`config.mk`:
```
export PLATFORM = sky130hd
export DESIGN_NAME = polyline_segment_merge_pass
export DESIGN_NICKNAME = d
export VERILOG_FILES = /design/src/psm_pkg.sv /design/src/psm_ctrl.sv /design/src/psm_datapath.sv /design/src/polyline_segment_merge_pass.sv
export SDC_FILE = /design/constraint.sdc
export NUM_CORES = 2
export LEC_CHECK = 0
export ABC_AREA = 1
export BUFFER_PORTS_ARGS = -buffer_cell sky130_fd_sc_hd__buf_2
export CORE_ASPECT_RATIO = 1.25
export CORE_MARGIN = 2
export CORE_UTILIZATION = 35
export CTS_BUF_LIST = sky130_fd_sc_hd__clkbuf_4
export DETAILED_ROUTE_END_ITERATION = 7
export PLACE_DENSITY = 0.6
export SLEW_MARGIN = 40
export SYNTH_ARGS = -nofsm -noshare
export SYNTH_HDL_FRONTEND = slang
export SYNTH_SLANG_ARGS = --single-unit
```
`constraint.sdc`:
```
create_clock -name clk_i -period 19 [get_ports clk_i]
set_input_delay 4.75 -clock clk_i [delete_from_list [all_inputs] [get_ports clk_i]]
set_output_delay 4.75 -clock clk_i [all_outputs]
set_load 0.1 [all_outputs]
```
`src/psm_pkg.sv`:
```
// Shared types, widths, operation codes and helpers for the segment merge block.
`timescale 1ns / 1ps
package psm_pkg;

  localparam int COORD_W   = 24;
  localparam int ID_W      = 24;
  localparam int DIFF_W    = COORD_W + 1;
  localparam int MAG_W     = COORD_W;
  localparam int SUM_W     = 2 * MAG_W + 2;
  localparam int DOT_W     = SUM_W + 1;
  localparam int AW        = 2 * SUM_W;
  localparam int COS_W     = 16;
  localparam int COS_FRAC  = 14;
  localparam int CSQ_W     = 2 * COS_W;
  localparam int PW        = AW + CSQ_W;
  localparam int TOL_W     = 32;
  localparam int CFG_W     = 32;
  localparam int DIG_W     = 8;
  localparam int NDIG_MAX  = (SUM_W + DIG_W - 1) / DIG_W;
  localparam int BREG_W    = NDIG_MAX * DIG_W;
  localparam int DCNT_W    = $clog2(NDIG_MAX + 1);

  localparam logic [DCNT_W-1:0] MAG_DIG = DCNT_W'((MAG_W + DIG_W - 1) / DIG_W);
  localparam logic [DCNT_W-1:0] SUM_DIG = DCNT_W'((SUM_W + DIG_W - 1) / DIG_W);
  localparam logic [DCNT_W-1:0] COS_DIG = DCNT_W'((COS_W + DIG_W - 1) / DIG_W);
  localparam logic [DCNT_W-1:0] CSQ_DIG = DCNT_W'((CSQ_W + DIG_W - 1) / DIG_W);

  localparam logic [0:0] CFG_COS = 1'd0;
  localparam logic [0:0] CFG_TOL = 1'd1;
  localparam logic signed [COS_W-1:0] COS_RESET = 16'sd15826;
  localparam logic [TOL_W-1:0] TOL_RESET = 32'd655;

  typedef enum logic [3:0] {
    OP_GAP0, OP_GAP1, OP_GAP2,
    OP_LA0,  OP_LA1,  OP_LA2,
    OP_LB0,  OP_LB1,  OP_LB2,
    OP_DOT0, OP_DOT1, OP_DOT2,
    OP_DSQ,  OP_CSQ,  OP_LAB, OP_RHS
  } mul_op_e;

  typedef struct packed {
    logic signed [COORD_W-1:0] start_x;
    logic signed [COORD_W-1:0] start_y;
    logic signed [COORD_W-1:0] start_z;
    logic signed [COORD_W-1:0] end_x;
    logic signed [COORD_W-1:0] end_y;
    logic signed [COORD_W-1:0] end_z;
    logic [ID_W-1:0]           polygon_id;
    logic                      last_in;
  } seg_in_t;

  typedef struct packed {
    logic signed [COORD_W-1:0] out_start_x;
    logic signed [COORD_W-1:0] out_start_y;
    logic signed [COORD_W-1:0] out_start_z;
    logic signed [COORD_W-1:0] out_end_x;
    logic signed [COORD_W-1:0] out_end_y;
    logic signed [COORD_W-1:0] out_end_z;
    logic [ID_W-1:0]           out_polygon_id;
    logic                      last_out;
  } seg_out_t;

  typedef struct packed {
    logic    cap_in;
    logic    mul_start;
    logic    mul_step;
    logic    commit;
    mul_op_e op;
    logic    upd_end;
    logic    replace;
    logic    emit;
    logic    emit_last;
    logic    clr_pv;
  } dp_cmd_t;

  typedef struct packed {
    logic pend_valid;
    logic mul_last;
    logic merge;
    logic out_free;
    logic last_in;
  } dp_sts_t;

  // Axis that a per-axis product works on.
  function automatic logic [1:0] op_axis(mul_op_e op);
    logic [1:0] k;
    unique case (op)
      OP_GAP0, OP_LA0, OP_LB0, OP_DOT0: k = 2'd0;
      OP_GAP1, OP_LA1, OP_LB1, OP_DOT1: k = 2'd1;
      OP_GAP2, OP_LA2, OP_LB2, OP_DOT2: k = 2'd2;
      default:                          k = 2'd0;
    endcase
    return k;
  endfunction

  // Multiplier digits to run for each product.
  function automatic logic [DCNT_W-1:0] op_digits(mul_op_e op);
    logic [DCNT_W-1:0] n;
    unique case (op)
      OP_DSQ, OP_LAB: n = SUM_DIG;
      OP_CSQ:         n = COS_DIG;
      OP_RHS:         n = CSQ_DIG;
      default:        n = MAG_DIG;
    endcase
    return n;
  endfunction

endpackage

```
`src/psm_ctrl.sv`:
```
// Controller state machine: sequences the products, the merge decision and the emits.
`timescale 1ns / 1ps
module psm_ctrl (
  input  logic              clk_i,
  input  logic              rst_ni,
  input  logic              in_valid_i,
  output logic              in_ready_o,
  input  psm_pkg::dp_sts_t  sts_i,
  output psm_pkg::dp_cmd_t  cmd_o
);

  localparam logic [2:0] ST_IDLE   = 3'd0;
  localparam logic [2:0] ST_LOAD   = 3'd1;
  localparam logic [2:0] ST_RUN    = 3'd2;
  localparam logic [2:0] ST_WRITE  = 3'd3;
  localparam logic [2:0] ST_DECIDE = 3'd4;
  localparam logic [2:0] ST_EMIT_O = 3'd5;
  localparam logic [2:0] ST_EMIT_L = 3'd6;

  logic [2:0]       state_q, state_d;
  psm_pkg::mul_op_e op_q, op_d;

  always_comb begin
    state_d    = state_q;
    op_d       = op_q;
    in_ready_o = 1'b0;
    cmd_o      = '0;
    cmd_o.op   = op_q;
    unique case (state_q)
      ST_IDLE: begin
        in_ready_o = 1'b1;
        if (in_valid_i) begin
          cmd_o.cap_in = 1'b1;
          op_d         = psm_pkg::OP_GAP0;
          state_d      = sts_i.pend_valid ? ST_LOAD : ST_DECIDE;
        end
      end
      ST_LOAD: begin
        cmd_o.mul_start = 1'b1;
        state_d         = ST_RUN;
      end
      ST_RUN: begin
        cmd_o.mul_step = 1'b1;
        if (sts_i.mul_last) begin
          state_d = ST_WRITE;
        end
      end
      ST_WRITE: begin
        cmd_o.commit = 1'b1;
        if (op_q == psm_pkg::OP_RHS) begin
          state_d = ST_DECIDE;
        end else begin
          op_d    = psm_pkg::mul_op_e'(op_q + 4'd1);
          state_d = ST_LOAD;
        end
      end
      ST_DECIDE: begin
        if (sts_i.pend_valid && sts_i.merge) begin
          cmd_o.upd_end = 1'b1;
          state_d       = sts_i.last_in ? ST_EMIT_L : ST_IDLE;
        end else if (sts_i.pend_valid) begin
          state_d = ST_EMIT_O;
        end else begin
          cmd_o.replace = 1'b1;
          state_d       = sts_i.last_in ? ST_EMIT_L : ST_IDLE;
        end
      end
      ST_EMIT_O: begin
        if (sts_i.out_free) begin
          cmd_o.emit    = 1'b1;
          cmd_o.replace = 1'b1;
          state_d       = sts_i.last_in ? ST_EMIT_L : ST_IDLE;
        end
      end
      ST_EMIT_L: begin
        if (sts_i.out_free) begin
          cmd_o.emit      = 1'b1;
          cmd_o.emit_last = 1'b1;
          cmd_o.clr_pv    = 1'b1;
          state_d         = ST_IDLE;
        end
      end
      default: state_d = ST_IDLE;
    endcase
  end

  always_ff @(posedge clk_i or negedge rst_ni) begin
    if (!rst_ni) begin
      state_q <= ST_IDLE;
      op_q    <= psm_pkg::OP_GAP0;
    end else begin
      state_q <= state_d;
      op_q    <= op_d;
    end
  end

endmodule

```
`src/psm_datapath.sv`:
```
// Datapath: item and pending registers, digit-serial multiplier, sums and output register.
`timescale 1ns / 1ps
module psm_datapath (
  input  logic                          clk_i,
  input  logic                          rst_ni,
  input  psm_pkg::seg_in_t              in_item_i,
  input  logic                          cfg_we_i,
  input  logic [0:0]                    cfg_idx_i,
  input  logic [psm_pkg::CFG_W-1:0]     cfg_data_i,
  output logic                          out_valid_o,
  input  logic                          out_ready_i,
  output psm_pkg::seg_out_t             out_item_o,
  input  psm_pkg::dp_cmd_t              cmd_i,
  output psm_pkg::dp_sts_t              sts_o
);

  localparam int CW = psm_pkg::COORD_W;
  localparam int DW = psm_pkg::DIFF_W;

  psm_pkg::seg_in_t                 in_q;
  logic signed [CW-1:0]             ps_q [3];
  logic signed [CW-1:0]             pe_q [3];
  logic [psm_pkg::ID_W-1:0]         pid_q;
  logic                             pv_q;
  logic signed [psm_pkg::COS_W-1:0] cos_q;
  logic [psm_pkg::TOL_W-1:0]        tol_q;

  logic [psm_pkg::SUM_W-1:0]        gap_q, la_q, lb_q;
  logic signed [psm_pkg::DOT_W-1:0] dot_q;
  logic [psm_pkg::AW-1:0]           dsq_q, lab_q;
  logic [psm_pkg::CSQ_W-1:0]        csq_q;
  logic [psm_pkg::PW-1:0]           rhs_q;

  logic [psm_pkg::AW-1:0]           mca_q;
  logic [psm_pkg::BREG_W-1:0]       mcb_q;
  logic [psm_pkg::PW-1:0]           prod_q;
  logic [psm_pkg::DCNT_W-1:0]       dig_q;

  logic                             out_valid_q;
  psm_pkg::seg_out_t                out_q;

  logic signed [CW-1:0]             ns [3];
  logic signed [CW-1:0]             ne [3];
  logic [1:0]                       k;
  logic signed [DW-1:0]             g_diff, a_diff, b_diff;
  logic [DW-1:0]                    g_abs, a_abs, b_abs;
  logic [psm_pkg::MAG_W-1:0]        g_mag, a_mag, b_mag;
  logic                             dot_neg;
  logic [psm_pkg::DOT_W-1:0]        dot_abs;
  logic [psm_pkg::SUM_W-1:0]        dot_mag;
  logic signed [psm_pkg::COS_W:0]   cos_ext, cos_abs;
  logic [psm_pkg::COS_W-1:0]        cos_mag;
  logic [psm_pkg::AW-1:0]           op_a;
  logic [psm_pkg::BREG_W-1:0]       op_b;
  logic [psm_pkg::DCNT_W-1:0]       dig_idx;
  logic [psm_pkg::DIG_W-1:0]        digit;
  logic [psm_pkg::AW+psm_pkg::DIG_W-1:0] pp;
  logic [psm_pkg::PW-1:0]           lhs;
  logic                             gap_ok, angle_ok;

  assign ns[0] = in_q.start_x;
  assign ns[1] = in_q.start_y;
  assign ns[2] = in_q.start_z;
  assign ne[0] = in_q.end_x;
  assign ne[1] = in_q.end_y;
  assign ne[2] = in_q.end_z;

  assign k      = psm_pkg::op_axis(cmd_i.op);
  assign g_diff = DW'(ns[k]) - DW'(pe_q[k]);
  assign a_diff = DW'(pe_q[k]) - DW'(ps_q[k]);
  assign b_diff = DW'(ne[k]) - DW'(ns[k]);
  assign g_abs  = g_diff[DW-1] ? DW'(-g_diff) : DW'(g_diff);
  assign a_abs  = a_diff[DW-1] ? DW'(-a_diff) : DW'(a_diff);
  assign b_abs  = b_diff[DW-1] ? DW'(-b_diff) : DW'(b_diff);
  assign g_mag  = g_abs[psm_pkg::MAG_W-1:0];
  assign a_mag  = a_abs[psm_pkg::MAG_W-1:0];
  assign b_mag  = b_abs[psm_pkg::MAG_W-1:0];
  assign dot_neg = a_diff[DW-1] ^ b_diff[DW-1];

  assign dot_abs = dot_q[psm_pkg::DOT_W-1] ? psm_pkg::DOT_W'(-dot_q) : psm_pkg::DOT_W'(dot_q);
  assign dot_mag = dot_abs[psm_pkg::SUM_W-1:0];
  assign cos_ext = (psm_pkg::COS_W + 1)'(cos_q);
  assign cos_abs = cos_ext[psm_pkg::COS_W] ? -cos_ext : cos_ext;
  assign cos_mag = cos_abs[psm_pkg::COS_W-1:0];

  always_comb begin
    unique case (cmd_i.op)
      psm_pkg::OP_GAP0, psm_pkg::OP_GAP1, psm_pkg::OP_GAP2: begin
        op_a = psm_pkg::AW'(g_mag);
        op_b = psm_pkg::BREG_W'(g_mag);
      end
      psm_pkg::OP_LA0, psm_pkg::OP_LA1, psm_pkg::OP_LA2: begin
        op_a = psm_pkg::AW'(a_mag);
        op_b = psm_pkg::BREG_W'(a_mag);
      end
      psm_pkg::OP_LB0, psm_pkg::OP_LB1, psm_pkg::OP_LB2: begin
        op_a = psm_pkg::AW'(b_mag);
        op_b = psm_pkg::BREG_W'(b_mag);
      end
      psm_pkg::OP_DOT0, psm_pkg::OP_DOT1, psm_pkg::OP_DOT2: begin
        op_a = psm_pkg::AW'(a_mag);
        op_b = psm_pkg::BREG_W'(b_mag);
      end
      psm_pkg::OP_DSQ: begin
        op_a = psm_pkg::AW'(dot_mag);
        op_b = psm_pkg::BREG_W'(dot_mag);
      end
      psm_pkg::OP_CSQ: begin
        op_a = psm_pkg::AW'(cos_mag);
        op_b = psm_pkg::BREG_W'(cos_mag);
      end
      psm_pkg::OP_LAB: begin
        op_a = psm_pkg::AW'(la_q);
        op_b = psm_pkg::BREG_W'(lb_q);
      end
      psm_pkg::OP_RHS: begin
        op_a = lab_q;
        op_b = psm_pkg::BREG_W'(csq_q);
      end
      default: begin
        op_a = '0;
        op_b = '0;
      end
    endcase
  end

  // Most significant digit first: shift the partial sum up, add the next row.
  assign dig_idx = dig_q - psm_pkg::DCNT_W'(1);
  assign digit   = mcb_q[psm_pkg::DIG_W*dig_idx +: psm_pkg::DIG_W];
  assign pp      = (psm_pkg::AW + psm_pkg::DIG_W)'(mca_q) *
                   (psm_pkg::AW + psm_pkg::DIG_W)'(digit);

  always_ff @(posedge clk_i) begin
    if (cmd_i.mul_start) begin
      mca_q  <= op_a;
      mcb_q  <= op_b;
      prod_q <= '0;
      dig_q  <= psm_pkg::op_digits(cmd_i.op);
    end else if (cmd_i.mul_step) begin
      prod_q <= (prod_q << psm_pkg::DIG_W) + psm_pkg::PW'(pp);
      dig_q  <= dig_idx;
    end
  end

  always_ff @(posedge clk_i) begin
    if (cmd_i.cap_in) begin
      in_q  <= in_item_i;
      gap_q <= '0;
      la_q  <= '0;
      lb_q  <= '0;
      dot_q <= '0;
    end else if (cmd_i.commit) begin
      unique case (cmd_i.op)
        psm_pkg::OP_GAP0, psm_pkg::OP_GAP1, psm_pkg::OP_GAP2:
          gap_q <= gap_q + psm_pkg::SUM_W'(prod_q);
        psm_pkg::OP_LA0, psm_pkg::OP_LA1, psm_pkg::OP_LA2:
          la_q <= la_q + psm_pkg::SUM_W'(prod_q);
        psm_pkg::OP_LB0, psm_pkg::OP_LB1, psm_pkg::OP_LB2:
          lb_q <= lb_q + psm_pkg::SUM_W'(prod_q);
        psm_pkg::OP_DOT0, psm_pkg::OP_DOT1, psm_pkg::OP_DOT2:
          dot_q <= dot_neg ? dot_q - psm_pkg::DOT_W'(prod_q)
                           : dot_q + psm_pkg::DOT_W'(prod_q);
        psm_pkg::OP_DSQ: dsq_q <= psm_pkg::AW'(prod_q);
        psm_pkg::OP_CSQ: csq_q <= psm_pkg::CSQ_W'(prod_q);
        psm_pkg::OP_LAB: lab_q <= psm_pkg::AW'(prod_q);
        psm_pkg::OP_RHS: rhs_q <= prod_q;
        default: ;
      endcase
    end
  end

  // Exact angle test without roots: compare D^2 * 2^28 against c^2 * La * Lb.
  assign lhs    = psm_pkg::PW'({dsq_q, {(2 * psm_pkg::COS_FRAC){1'b0}}});
  assign gap_ok = gap_q < psm_pkg::SUM_W'(tol_q);
  always_comb begin
    if (!dot_q[psm_pkg::DOT_W-1]) begin
      angle_ok = cos_q[psm_pkg::COS_W-1] ? 1'b1 : (lhs > rhs_q);
    end else begin
      angle_ok = cos_q[psm_pkg::COS_W-1] ? (lhs < rhs_q) : 1'b0;
    end
  end

  always_ff @(posedge clk_i) begin
    if (cmd_i.replace) begin
      ps_q[0] <= ns[0];
      ps_q[1] <= ns[1];
      ps_q[2] <= ns[2];
      pe_q[0] <= ne[0];
      pe_q[1] <= ne[1];
      pe_q[2] <= ne[2];
      pid_q   <= in_q.polygon_id;
    end else if (cmd_i.upd_end) begin
      pe_q[0] <= ne[0];
      pe_q[1] <= ne[1];
      pe_q[2] <= ne[2];
    end
    if (cmd_i.emit) begin
      out_q.out_start_x    <= ps_q[0];
      out_q.out_start_y    <= ps_q[1];
      out_q.out_start_z    <= ps_q[2];
      out_q.out_end_x      <= pe_q[0];
      out_q.out_end_y      <= pe_q[1];
      out_q.out_end_z      <= pe_q[2];
      out_q.out_polygon_id <= pid_q;
      out_q.last_out       <= cmd_i.emit_last;
    end
  end

  always_ff @(posedge clk_i or negedge rst_ni) begin
    if (!rst_ni) begin
      pv_q        <= 1'b0;
      out_valid_q <= 1'b0;
      cos_q       <= psm_pkg::COS_RESET;
      tol_q       <= psm_pkg::TOL_RESET;
    end else begin
      if (cmd_i.clr_pv) begin
        pv_q <= 1'b0;
      end else if (cmd_i.replace) begin
        pv_q <= 1'b1;
      end
      if (cmd_i.emit) begin
        out_valid_q <= 1'b1;
      end else if (out_ready_i) begin
        out_valid_q <= 1'b0;
      end
      if (cfg_we_i) begin
        unique case (cfg_idx_i)
          psm_pkg::CFG_COS: cos_q <= cfg_data_i[psm_pkg::COS_W-1:0];
          psm_pkg::CFG_TOL: tol_q <= cfg_data_i[psm_pkg::TOL_W-1:0];
          default: ;
        endcase
      end
    end
  end

  assign out_valid_o      = out_valid_q;
  assign out_item_o       = out_q;
  assign sts_o.pend_valid = pv_q;
  assign sts_o.mul_last   = (dig_q == psm_pkg::DCNT_W'(1));
  assign sts_o.merge      = gap_ok && angle_ok;
  assign sts_o.out_free   = !out_valid_q || out_ready_i;
  assign sts_o.last_in    = in_q.last_in;

endmodule

```
`src/polyline_segment_merge_pass.sv`:
```
// Top level of the polyline segment merge pass: controller plus datapath.
`timescale 1ns / 1ps
// Usage
//   Input channel (in_valid_i / in_ready_o / in_item_i) takes one 3D segment per item.
//   The block holds one pending segment; a new item that joins it within the gap
//   tolerance and bends less than the angle limit extends it, otherwise the pending
//   segment goes out on the output channel (out_valid_o / out_ready_i / out_item_o)
//   and the new item becomes pending. An item with last_in set flushes the pending
//   segment with last_out set, so one item yields zero, one or two output items.
//   Config port: write cos_threshold (index 0) or join_tol_sq (index 1) while idle.
// Sequence
//   With no pending segment an item is decided in the cycle after it is taken. Otherwise
//   the next item can be taken only after sixteen products run through one
//   100x8 bit digit-serial multiplier (12 axis products of 3 digits, the 7-digit
//   dot square and length product, 2 and 4 digit cosine products), each with a load
//   and a write-back step, then one decide step. Each emit adds an emit step.
// Reset and stall
//   Reset drops the pending segment and the output item and restores the config
//   defaults. A stalled receiver holds the output register; the block waits in its
//   emit step, and only then takes the next input item.
module polyline_segment_merge_pass (
  input  logic                      clk_i,
  input  logic                      rst_ni,
  input  logic                      in_valid_i,
  output logic                      in_ready_o,
  input  psm_pkg::seg_in_t          in_item_i,
  output logic                      out_valid_o,
  input  logic                      out_ready_i,
  output psm_pkg::seg_out_t         out_item_o,
  input  logic                      cfg_we_i,
  input  logic [0:0]                cfg_idx_i,
  input  logic [psm_pkg::CFG_W-1:0] cfg_data_i
);

  psm_pkg::dp_cmd_t cmd;
  psm_pkg::dp_sts_t sts;

  // Sequence the products and emits.
  psm_ctrl u_ctrl (
    .clk_i      (clk_i),
    .rst_ni     (rst_ni),
    .in_valid_i (in_valid_i),
    .in_ready_o (in_ready_o),
    .sts_i      (sts),
    .cmd_o      (cmd)
  );

  // Hold the item, pending segment, sums and output register.
  psm_datapath u_dp (
    .clk_i       (clk_i),
    .rst_ni      (rst_ni),
    .in_item_i   (in_item_i),
    .cfg_we_i    (cfg_we_i),
    .cfg_idx_i   (cfg_idx_i),
    .cfg_data_i  (cfg_data_i),
    .out_valid_o (out_valid_o),
    .out_ready_i (out_ready_i),
    .out_item_o  (out_item_o),
    .cmd_i       (cmd),
    .sts_o       (sts)
  );

endmodule

```
After elaboration in Yosys (flattened, before gate mapping):

Memories as Yosys holds them, arrays and structs flattened. A register that Yosys moved wholly into a read port is not among the register bits.
Index checks and enable logic that the tools add are counted.
W data, S select, Z words.

* bitwise logic cells: 7
* shift operators: 1
* mux-type cells: 60
* equality and inequality tests: 27
* $mul: 1
* $lt $le $gt $ge: 4
* reductions and logical operators: 29
* add/sub/neg operators: 16

Operator list (count)
* $pmux W100 S7: 1
* $pmux W56 S7: 1
* $mux W24: 10
* $add A50 B50 Y50: 3
* $add A132 B108 Y132: 1
* $gt A128 B132 Y1: 1
* $lt A128 B132 Y1: 1
* $mul A100 B8 Y108: 1
* $bmux W24 S2: 2
* $sub A24 B24 Y25: 3
* $neg A24 Y24: 3
* $shiftx A56 B7 Y8: 1
* $add A51 B51 Y51: 1
* $mux W51: 1
* $sub A51 B51 Y51: 1
* $lt A50 B32 Y1: 1
* $mux W50: 1
* $neg A50 Y50: 1
* $mux W3: 12
* $eq A4 B4 Y1 const B: 8
* $mux W1: 23
* $pmux W3 S7: 1
* $eq A4 B3 Y1 const B: 4
* $mux W16: 1
* other kinds (31): 62

* word-level logic and storage cells: 177
* RAM bits: 144
* memories kept: 3
* input bits: 207
* register bits after elaboration: 1131
* bits in read-only memories: 32

Memories
* u_dp.pe_q: depth 3, bits a word 24, read ports 4, clocked after Yosys merged registers in 3, wr ports 3, RTL line psm_datapath.sv:22 `logic signed [CW-1:0] pe_q [3];`
* u_dp.ps_q: depth 3, bits a word 24, read ports 4, clocked after Yosys merged registers in 3, wr ports 3, RTL line psm_datapath.sv:21 `logic signed [CW-1:0] ps_q [3];`
* (no name shown): depth 16, bits a word 2, read ports 1, clocked after Yosys merged registers in 0, wr ports 0, RTL line psm_pkg.sv:87 `unique case (op)`

Longest topological paths before layout:

* depth in word-level cells: 11
* mapped depth: 53
* depth with buffers taken out: 50

Hierarchy:

Synthesis repeated with hierarchy kept, for this count alone.

* cell total of the unflattened synthesis: 12383
* area, all modules: 104038.5 um^2

By module, submodules not included
* psm_datapath: area each 103411.7 um^2, cells each 12289, instances 1
* psm_ctrl: area each 626.9 um^2, cells each 94, instances 1

Worst setup path after synthesis:

OpenSTA, ideal clock, no wires.

* path kind: input -> register
* from: input port out_ready_i
* to: register, netlist name out_item_o[100]
* arrival: 11854 ps
* cell stages on the path: 2
* slack: 6441 ps
* required time: 18296 ps
* cell sequence: nor2_1 > nor2_1

RTL lines
* start: declaration: RTL line polyline_segment_merge_pass.sv:28 `input logic out_ready_i,`

Final worst setup path:

* from: register u_dp.dig_q[0] (netlist bit)
* to: register u_dp.prod_q[72] (netlist bit)

* longest elaborated chain between the ends: 4

RTL lines
* start: declaration: RTL line psm_datapath.sv:37 `logic [psm_pkg::DCNT_W-1:0] dig_q;`
* start signal: assignment: RTL line psm_datapath.sv:138 `dig_q <= psm_pkg::op_digits(cmd_i.op);`
* start signal: assignment: RTL line psm_datapath.sv:141 `dig_q <= dig_idx;`
* $sub A3 B1 Y3: RTL line psm_datapath.sv:128 `assign dig_idx = dig_q - psm_pkg::DCNT_W'(1);`
* $shiftx A56 B7 Y8: RTL line psm_datapath.sv:129 `assign digit = mcb_q[psm_pkg::DIG_W*dig_idx +: psm_pkg::DIG_W];`
* $mul A100 B8 Y108: RTL line psm_datapath.sv:130 `assign pp = (psm_pkg::AW + psm_pkg::DIG_W)'(mca_q) *`
* $add A132 B108 Y132: RTL line psm_datapath.sv:140 `prod_q <= (prod_q << psm_pkg::DIG_W) + psm_pkg::PW'(pp);`
* end signal: assignment: RTL line psm_datapath.sv:140
* end: declaration: RTL line psm_datapath.sv:36 `logic [psm_pkg::PW-1:0] prod_q;`

Every way passes these cells.
A chain may end at the register's enable or synchronous reset.

==> flow_summary.json <==
{
  "area_growth_pct": 11.4,
  "grt_overflow": 0,
  "hold_path.class": "register to register",
  "yosysUniqueCellTypes": 78,
  "grt_pass1_wl_mm": 568,
  "placed_cells": 16500,
  "core_um2": 296000,
  "grt_pass1_vias": 89600,
  "cts.sinks": 1413,
  "rows": 223,
  "finalSetupViolCount": 0,
  "post_cts_buffers": 0,
  "tightest_slew_ns": 0.955,
  "gp_congestion": 1.03,
  "r2r_slack_ns": 8.41,
  "drt-initial-drc-count": 7702,
  "grt_max_degree": 115,
  "ioPinCount": 378,
  "ys.flop_type": "edfxtp_1",
  "drive_gt1_share_pct": 10.0,
  "ant_nets": 0,
  "min_to": "u_dp.ps_q[0][11]$_DFFE_PP_",
  "min_period_over_period_pct": 55.7,
  "reg2reg_depth": 34,
  "tns_ns": 0,
  "clk_pin_slew_ns": 0.07,
  "synthArstFlopShare_pct": 4.03,
  "synth-seq-cells": 1413,
  "cp_slowest_cell": "edfxtp_1",
  "wl_per_cell_um": 22.5,
  "r2r-start": "u_dp.dig_q[0]$_DFFE_PP_",
  "dpl.hpwl_mm": 306,
  "hold_depth": 0,
  "synth-compound-area-share_pct": 12.7,
  "synth_top_family_by_area": "adder cells",
  "fin_skew_ns": 0.273,
  "cts_buffer_depth": 4,
  "final_cell_mix": "inv_1, nand2_1, nor2_1",
  "crit_path_start_kind": "register",
  "maxCapViolations": 0,
  "cp_num_buf_inv": 10,
  "worstSkewPairLatency_ns": 1.46,
  "routed_wl_mm": 387,
  "synthAdderAreaFrac_pct": 19.9,
  "relSlewSlack_pct": 36.3,
  "critical_path_arrival_ns": 11.72,
  "crit_fanout": 51,
  "clock-root-buffer": "clkbuf_4",
  "syn_area_um2": 104000,
  "hold_path_startpoint": "u_dp.in_q[156]$_DFFE_PP_",
  "ys_warn_count": 0,
  "rsz0062_at_grt": "no",
  "htreeDepth": 5,
  "drc": 0,
  "via_per_inst": 5.22,
  "slew_viol_final": 0,
  "grt_antenna_before_repair": 36,
  "dr.pass1.iters": 8,
  "ctsHoldBuffers": 0,
  "r2r_end": "u_dp.prod_q[72]$_SDFFE_PP0P_",
  "avgSynthCellArea_um2": 8.40,
  "setup.worst_path.end_class": "register",
  "cts_tree": "built",
  "vias": 89900,
  "worstPathRequired_ns": 20.13,
  "initial_core_util_pct": 35.2,
  "port_buffers": 377,
  "die_x_um": 492,
  "max_freq_mhz": 94.4,
  "ys_seq_area_share_pct": 37.3,
  "synthCells": 12400,
  "numCtsBuffers": 376,
  "design_area_um2": 116000,
  "die-area_um2": 302000,
  "post_dp_cell_area_um2": 111000,
  "mostFrequentLayoutCell": "inv_1",
  "outcome": "finished clean",
  "syn_nets": 13900,
  "synth_edf_count": 1023,
  "track_usage_pct": 25.1,
  "ctsResizeCount": 0,
  "finalHoldViolations": 0,
  "die_h_um": 614,
  "slowest_delay_ns": 0.79,
  "synthSimpleGateAreaFrac_pct": 17.4,
  "crit_family": "adder cells",
  "synth_xor_area_share_pct": 3.04,
  "synth_mux_area_share_pct": 0,
  "min_period_ns": 10.59,
  "fin_nets": 14400,
  "path_class": "register to register",
  "fin_cells": 17200
}
## cell type report
| type | instances | area [um^2] |
|---|---|---|
| repair buffers | 508 | 2980 |
| clock inverters | 121 | 741 |
| flip-flops and latches | 1413 | 38800 |
| well taps | 3937 | 4930 |
| inverters | 2357 | 8870 |
| fillers | 30600 | 180000 |
| multi-input cells | 8330 | 55400 |
| diodes | 13 | 32.5 |
| clock buffers | 556 | 4170 |
## registers in the layout, indices dropped and copies added, names as in the netlist, 50 cells and up
register	cells
u_dp.pe_q	72
out_item_o	144
u_dp.mcb_q	50
u_dp.lab_q	100
u_dp.ps_q	72
u_dp.mca_q	100
u_dp.in_q	168
u_dp.prod_q	132
u_dp.gap_q	50
u_dp.dsq_q	100
u_dp.la_q	50
u_dp.dot_q	51
u_dp.lb_q	50
u_dp.rhs_q	132
## worst max path at each step
stage / slack (ns) / startpoint / end / cells past startpoint
3_5_place_dp: 8.60 / u_dp.dig_q[0]$_DFFE_PP_ / u_dp.prod_q[72]$_SDFFE_PP0P_ / 34
2_1_floorplan: 6.44 / out_ready_i / out_item_o[100]$_DFFE_PP_ / 2
4_1_cts: 8.58 / u_dp.dig_q[0]$_DFFE_PP_ / u_dp.prod_q[72]$_SDFFE_PP0P_ / 34
6_report: 8.41 / u_dp.dig_q[0]$_DFFE_PP_ / u_dp.prod_q[72]$_SDFFE_PP0P_ / 34
3_3_place_gp: 8.75 / u_dp.dig_q[0]$_DFFE_PP_ / u_dp.prod_q[72]$_SDFFE_PP0P_ / 34
5_1_grt: 7.83 / u_dp.dig_q[0]$_DFFE_PP_ / u_dp.prod_q[72]$_SDFFE_PP0P_ / 35
## cells in the mapped netlist, drive strengths merged (65+ instances only)
library cell	count	area share, %
inv	2349	8.5
nand2	1853	6.8
nor2	1731	6.3
edfxtp	1023	29
o21ai	936	4.5
a21oi	810	3.9
fa	694	13
ha	547	6.6
nand3	405	2.0
dfxtp	333	6.4
clkbuf	252	0.91
xor2	226	1.9
a31oi	143	0.86
xnor2	133	1.1
nor3	115	0.59
nand4	95	0.58
o211ai	78	0.56
nor4	74	0.44
o21bai	65	0.47
## per-stage QoR
step | setup slack (ns) | hold WS [ns] | util [%]
floorplan | 6.44 | 0.400 | -
global placement | 8.75 | 0.400 | 37.5
detailed placement | 8.60 | 0.405 | 37.5
CTS | 8.58 | 0.293 | 39.2
global route | 7.83 | 0.305 | 39.2
finish | 8.41 | 0.304 | 39.2
## logic make-up after synthesis
kind of cell	after synthesis
flops	1413
compound gates	2345
fa+ha+maj	1241
simple gates	4385
xor+xnor	359
buf+inv	2659
## routing by layer
layer | track usage, % | part of all wire [%] | vias to the layer above | wire, um
met3 | 4.02 | 6.8 | 966 | 26400
met2 | 42.9 | 48 | 3648 | 186000
met5 | 0 | 0.042 | - | 161
met4 | 14.3 | 6.4 | 24 | 24900
met1 | 29.9 | 39 | 43500 | 150000
li1 | - | - | 41800 | -
Power is left out: the tool's default activity adds up to more than one toggle a clock period on the data nets, which glitch-free logic cannot reach.
